## src/rtl/core/assert_macros.svh

```systemverilog
// Assertion macros used by the convolution engine core.
`ifndef ASSERT_MACROS_SVH
`define ASSERT_MACROS_SVH

// The consequent must hold in the same cycle as the antecedent.
`define C1DRE_ASSERT_SAME(label, clk, rst, ante, cons) \
   label: assert property (@(posedge clk) disable iff (rst) (ante) |-> (cons)) \
      else $error("c1dre assertion failed");

// The consequent must hold in the cycle after the antecedent.
`define C1DRE_ASSERT_NEXT(label, clk, rst, ante, cons) \
   label: assert property (@(posedge clk) disable iff (rst) (ante) |=> (cons)) \
      else $error("c1dre assertion failed");

`endif

```

## src/rtl/core/c1dre_pkg.sv

```systemverilog
// Package with the constants, types and helpers of the convolution engine.
package c1dre_pkg;

   localparam int KernelMaxDefault   = 4;
   localparam int ChannelsMaxDefault = 16;
   localparam int FiltersMaxDefault  = 32;
   localparam int FracBitsDefault    = 8;

   localparam int ReqDataWidth = 32;
   localparam int ReqUserWidth = 2;
   localparam int RspDataWidth = 32;
   localparam int CsrIndexWidth = 2;
   localparam int CsrDataWidth  = 6;

   localparam int SampleWidth = 16;
   localparam int ProdWidth   = 32;
   localparam int AccWidth    = 40;
   localparam int EntryWidth  = 11;
   localparam int OutValueWidth  = 15;
   localparam int OutFilterWidth = 5;
   localparam int OutFrameWidth  = 8;
   localparam int FramesWidth    = 9;

   localparam logic [4:0] InChannelsReset  = 5'd16;
   localparam logic [5:0] FilterCountReset = 6'd32;
   localparam logic [2:0] KernelLenReset   = 3'd3;

   typedef enum logic [1:0] {
      ACT_LOAD_WEIGHT = 2'd0,
      ACT_LOAD_BIAS   = 2'd1,
      ACT_SAMPLE      = 2'd2,
      ACT_RESTART     = 2'd3
   } action_type;

   typedef enum logic [1:0] {
      CSR_IN_CHANNELS  = 2'd0,
      CSR_FILTER_COUNT = 2'd1,
      CSR_KERNEL_LEN   = 2'd2
   } csr_index_type;

   typedef enum logic [3:0] {
      S_IDLE  = 4'b0001,
      S_MAC   = 4'b0010,
      S_DRAIN = 4'b0100,
      S_OUT   = 4'b1000
   } seq_state_type;

   function automatic int addr_width(int depth);
      return (depth > 1) ? $clog2(depth) : 1;
   endfunction

endpackage

```

## src/rtl/core/c1dre_ram.sv

```systemverilog
// Generic simple dual-port RAM with one write port and a registered read port.
module c1dre_ram #(
   parameter int WIDTH = 16,
   parameter int DEPTH = 64
) (
   input  logic                                       clock,
   input  logic                                       wr_en,
   input  logic [c1dre_pkg::addr_width(DEPTH)-1:0]    wr_addr,
   input  logic [WIDTH-1:0]                           wr_data,
   input  logic [c1dre_pkg::addr_width(DEPTH)-1:0]    rd_addr,
   output logic [WIDTH-1:0]                           rd_data
);
   import c1dre_pkg::*;

   logic [WIDTH-1:0] mem_ff [DEPTH];
   logic [WIDTH-1:0] rd_data_ff;

   always_ff @(posedge clock) begin
      if (wr_en) begin
         mem_ff[wr_addr] <= wr_data;
      end
      rd_data_ff <= mem_ff[rd_addr];
   end

   assign rd_data = rd_data_ff;

endmodule

```

## config.mk

```make
export PLATFORM = sky130hd
export DESIGN_NAME = c1dre_ram
export DESIGN_NICKNAME = d
export VERILOG_FILES = /design/src/rtl/core/assert_macros.svh /design/src/rtl/core/c1dre_pkg.sv /design/src/rtl/core/c1dre_ram.sv
export SDC_FILE = /design/constraint.sdc
export NUM_CORES = 1
export LEC_CHECK = 0
export BUFFER_PORTS_ARGS = -buffer_cell sky130_fd_sc_hd__buf_2
export CELL_PAD_IN_SITES_DETAIL_PLACEMENT = 1
export CELL_PAD_IN_SITES_GLOBAL_PLACEMENT = 2
export CORE_MARGIN = 4
export CORE_UTILIZATION = 25
export CTS_CLUSTER_DIAMETER = 120
export DETAILED_ROUTE_END_ITERATION = 10
export PLACE_DENSITY_LB_ADDON = 0.2
export SLEW_MARGIN = 20
export SYNTH_ARGS = -nofsm -noshare
export SYNTH_HDL_FRONTEND = slang
export SYNTH_SLANG_ARGS = --single-unit
```

## constraint.sdc

```tcl
create_clock -name clock -period 6.9 [get_ports clock]
set_input_delay 1.035 -clock clock [delete_from_list [all_inputs] [get_ports clock]]
set_output_delay 1.035 -clock clock [all_outputs]
set_load 0.05 [all_outputs]
```

; Yosys cells after proc, flatten, opt, wreduce, memory -nomap -nowiden
; Memory sizes are Yosys's and may differ from the RTL's. A register that Yosys moved wholly into a read port is not among the register bits.
; Cells that the tools add are included.
[totals]
register_bits = 0
ramBits = 1024
input_bits = 30
output_inout_bits = 16
word_cells = 3
n_memories = 1
[op_classes]
mux = 2
[mem_list]
columns = name, depth, word_bits, rd, rd_clocked_by_memory_dff, wr, line
row1 = mem_ff, 64, 16, 1, 1, 1, c1dre_ram.sv:15  ; logic [WIDTH-1:0] mem_ff [DEPTH];
[op_table]
columns = cell, n
row1 = $mux 1, 2

; Longest topological paths before layout
[logic_depth]
depth_word = 2
mapped_depth = 10
depth_no_buf = 5

; Worst setup path before layout
; Ideal clock, no wire load.
[synth_path]
path_type = input -> register
start = input port wr_addr[3] in the netlist's numbering
end = memory mem_ff[48][0] (enable)
setup_time_ps = 409
arrival_time_ps = 2661
required_time_ps = 6491
setup_slack_ps = 3830
cell_stages = 4
path_buffers = 1
cell_sequence = clkbuf_1 -> nor2b_1 -> nand4b_1 -> nor3_1
[synth_rtl]
columns = element, line
row1 = "start, declared", c1dre_ram.sv:8  ; input logic [c1dre_pkg::addr_width(DEPTH)-1:0] wr_addr,
row2 = "end, declared", c1dre_ram.sv:15
; Straight into the memory's write port.

==> impl_results.md <==
- Final Max Tran Viols: 0
- Final setup vio count: 0
- Share of synthesized registers carrying an async set or reset: 0%
- Power Density: 294 nW/µm²
- Internal power: ~11 mW
- Hold wc startpoint: mem_ff[0][5]
- Initial antenna violation count: 20
- Die width: around 410 µm
- Global-route wire length before repair: between 150000 and 200000 µm
- Die Span Y: 408 µm
- Pin count of the biggest net entering global routing: between 90 and 100
- Slew HR: between 20% and 30%
- Fmax: 270 MHz
- Ys Warns: 0
- CTS Hold Bufs: 0
- Worst r2r dst: rd_data[0]
- Power share of the combinational group: 5.2%
- Fillers: about 16k
- Worst hold path cell count: 4
- WL/cell: between 20 and 30 µm
- Grt ovf: 0
- Syn avg cell area: around 22 µm²
- Pwr Total: approximately 14 mW
- Placer Congestion: around 0.78
- Clk pwr share: 43.5%
- CP Data Arrival Time: about 4300 ps
- Fin nets: around 2.0k
- Outcome: finished, final reports clean
- Hold Crit Class: reg -> reg
- Row count: 146
- Number of synthesized flops with an enable pin: 1024
- CTS resizes: 0
- Buf+Inv Stages, Crit Path: 2
- Hold Fails Final Rpt: 0
- Period Utilization, post-route: 53.8%
- Unrepaired setup endpoints after global routing: no
- Crit path launch type: primary input
- Antenna viol nets, final: 0
- Clk root buf: clkbuf_16
- Core box area: about 160000 µm²
- Post-DP HPWL: between 60000 and 70000 µm
- Initial Utilization: around a quarter
- Post-Synthesis Cells: ~1.8k
- Critical path's largest stage delay: 710 ps
- Vias in the first global route: about 20k
- H-tree lvl count: 3
- Post-place instance area: 42900 µm²
- Ports: 46
- Drt pass-1 iters: 7
- Crit. End Element: register
- Most common cell after layout, fill and taps aside: edfxtp_1
- Final Skew: ~38 ps
- Hold slack: about 880 ps
- P_sw: approximately 3 mW
- Part of the power in registers: between 50% and 60%
- Sequential share of the synthesized area: 77.6%
- PortBufs: 45
- Post-Syn Nets: between 1.5k and 2k
- Worst-margin pin slew: around 1100 ps
- DRC: 0
- Period minus WS final: around 3700 ps
- CTS buffer count: around 120
- Setup TNS: 0 ps
- Worst-Skew Late Latency: between 700 and 800 ps
- CTS tree: built
- Ranking of synthesized cells by area: edfxtp_1 77%, mux4_2 12%, mux2i_1 2.1%
- Crit Path Class: in -> reg
- Reg2Reg Depth: 5
- Gr usage total: 13.9%
- FF+latch area: 31100 µm²
- Largest area contributor in the synthesized netlist: edfxtp_1
- R2r setup slk: between 4000 and 5000 ps
- Vias per inst: approximately 4.6
- Leakage: about 14 nW
- Routed vias: about 19k
- Worst vdd ir: ~0.22 mV
- Top-area cell type share of the netlist area: 76.8%
- 1st-iter DRT viols: 1595
- Max Cap Viol: 0
- Final instance area: about 47000 µm²
- Worst EP required: ~7500 ps
- Buffer levels on the longest clock path: 3
- Synth unique cells: 43
- Area growth, synth to finish: 16.4%
- Post-Syn Area: approximately 40000 µm²
- Post-CTS setup buffers: 0
- Most frequent cells in the layout: 1024 x edfxtp_1, 220 x mux4_2, 118 x clkbuf_16
- Worst-path cell chain: buf_8 > buf_12 > mux4_1 > mux2_2 > a21oi_1 > nor4_2
- Share of cells above drive strength 1: a little over a quarter
- Hold path endpoint: rd_data[5]
- Delay-heaviest family, CP: buffers and inverters
- CP max FO: 89
- Net Sw Frac: approximately 22%
- Die area: around 170000 µm²
- Slowest cell on the critical path: mux4_1
- Clock-pin slew on the worst setup and hold paths: roughly 60 ps
- Synthesis-stage register bit count: 1040
- Drt total wl: between 100000 and 150000 µm
- Main synth FF type: edfxtp_1
- Area of the multi-input gates: between 8000 and 9000 µm²
- Clock sinks: ~1.0k
- Worst R2R Start: mem_ff[11][0]
-- Yosys cell counts (3+ instances only) --
cell,instances
a22oi_1,39
nor4_2,3
a41oi_1,5
mux4_1,4
a211o_1,8
a311oi_1,8
buf_2,36
nand2_1,59
o21ai_0,5
nand4_1,12
buf_6,17
clkbuf_1,24
nor2b_1,30
and4_1,5
nand3_1,24
o21ai_1,3
mux2_2,27
buf_1,3
a211oi_1,8
a21oi_1,17
a221oi_1,16
nand2b_1,3
a31oi_1,8
dfxtp_1,16
buf_8,3
edfxtp_1,1024
a22o_1,6
buf_4,13
mux2i_1,85
mux4_2,220
nor2_1,72
a221o_1,6
buf_12,5
-- cell type report --
cell class	instances	share of cell area [%]
clock buffers	143	6.62
flip-flops and latches	1040	66.6
clock inverters	71	1.23
well taps	2072	5.56
multi-input cells	685	17.8
diodes	7	0.0376
repair buffers	137	2.13
-- worst max-delay path by stage --
stage,start,endpoint,slack [ps],cells after the start
after global placement,rd_addr[0],rd_data[6],2340,6
after global routing,rd_addr[0],rd_data[8],2910,6
after detailed placement,rd_addr[0],rd_data[7],2370,6
final,rd_addr[0],rd_data[7],3190,6
after CTS,rd_addr[0],rd_data[7],3150,6
after floorplan,wr_addr[3],mem_ff[48][0],3830,4
-- sequential cells by signal (all words and copies together), names as in the netlist --
name / flops
mem_ff: 1024
rd_data: 16
-- kinds of logic after synthesis --
logic type	count (synthesis)	share of synthesized area, %
buffers and inverters	104	1.83
and+or+nand+nor	220	2.65
DFF	1040	77.6
AOI/OAI and AO/OA	129	2.41
muxes	336	15.5
-- power by group through the flow --
stage / Clock, mW / Sequential (mW) / Combinational (mW)
after floorplan: 0 / 7.18 / 0.362
after global placement: 0 / 7.17 / 0.734
after detailed placement: 0 / 7.17 / 0.742
after CTS: 6.15 / 7.04 / 0.743
after global routing: 6.42 / 7.04 / 0.767
final: 5.97 / 7.04 / 0.718
-- metrics by stage --
stage          utilization (%)  worst slack (ps)  std cells
2_1_floorplan                -              3830       1829
3_3_place_gp              27.0              2340       3934
3_5_place_dp              27.1              2370       3934
4_1_cts                   29.4              3150       4148
5_1_grt                   29.4              2910       4149
6_report                  29.4              3190       4155
-- routing by layer --
layer  wire length [µm]  vias to the layer above  GRT usage, %  part of all wire (%)
met5                  0                        -             0                     0
met3               6300                      143          2.71                   5.4
li1                   -                     8017             -                     -
met4               2980                        0          4.17                   2.5
met2              55000                      460          22.1                    47
met1              52900                    10500          19.2                    45
-- worst register-to-register path: cells and delay by family, from the launching register on --
family / cells / cell delay, ps
simple gates: 1 / 150
compound gates: 3 / 1270
flops: 1 / 360
mux: 1 / 480
(Power assumes the default switching activity.)
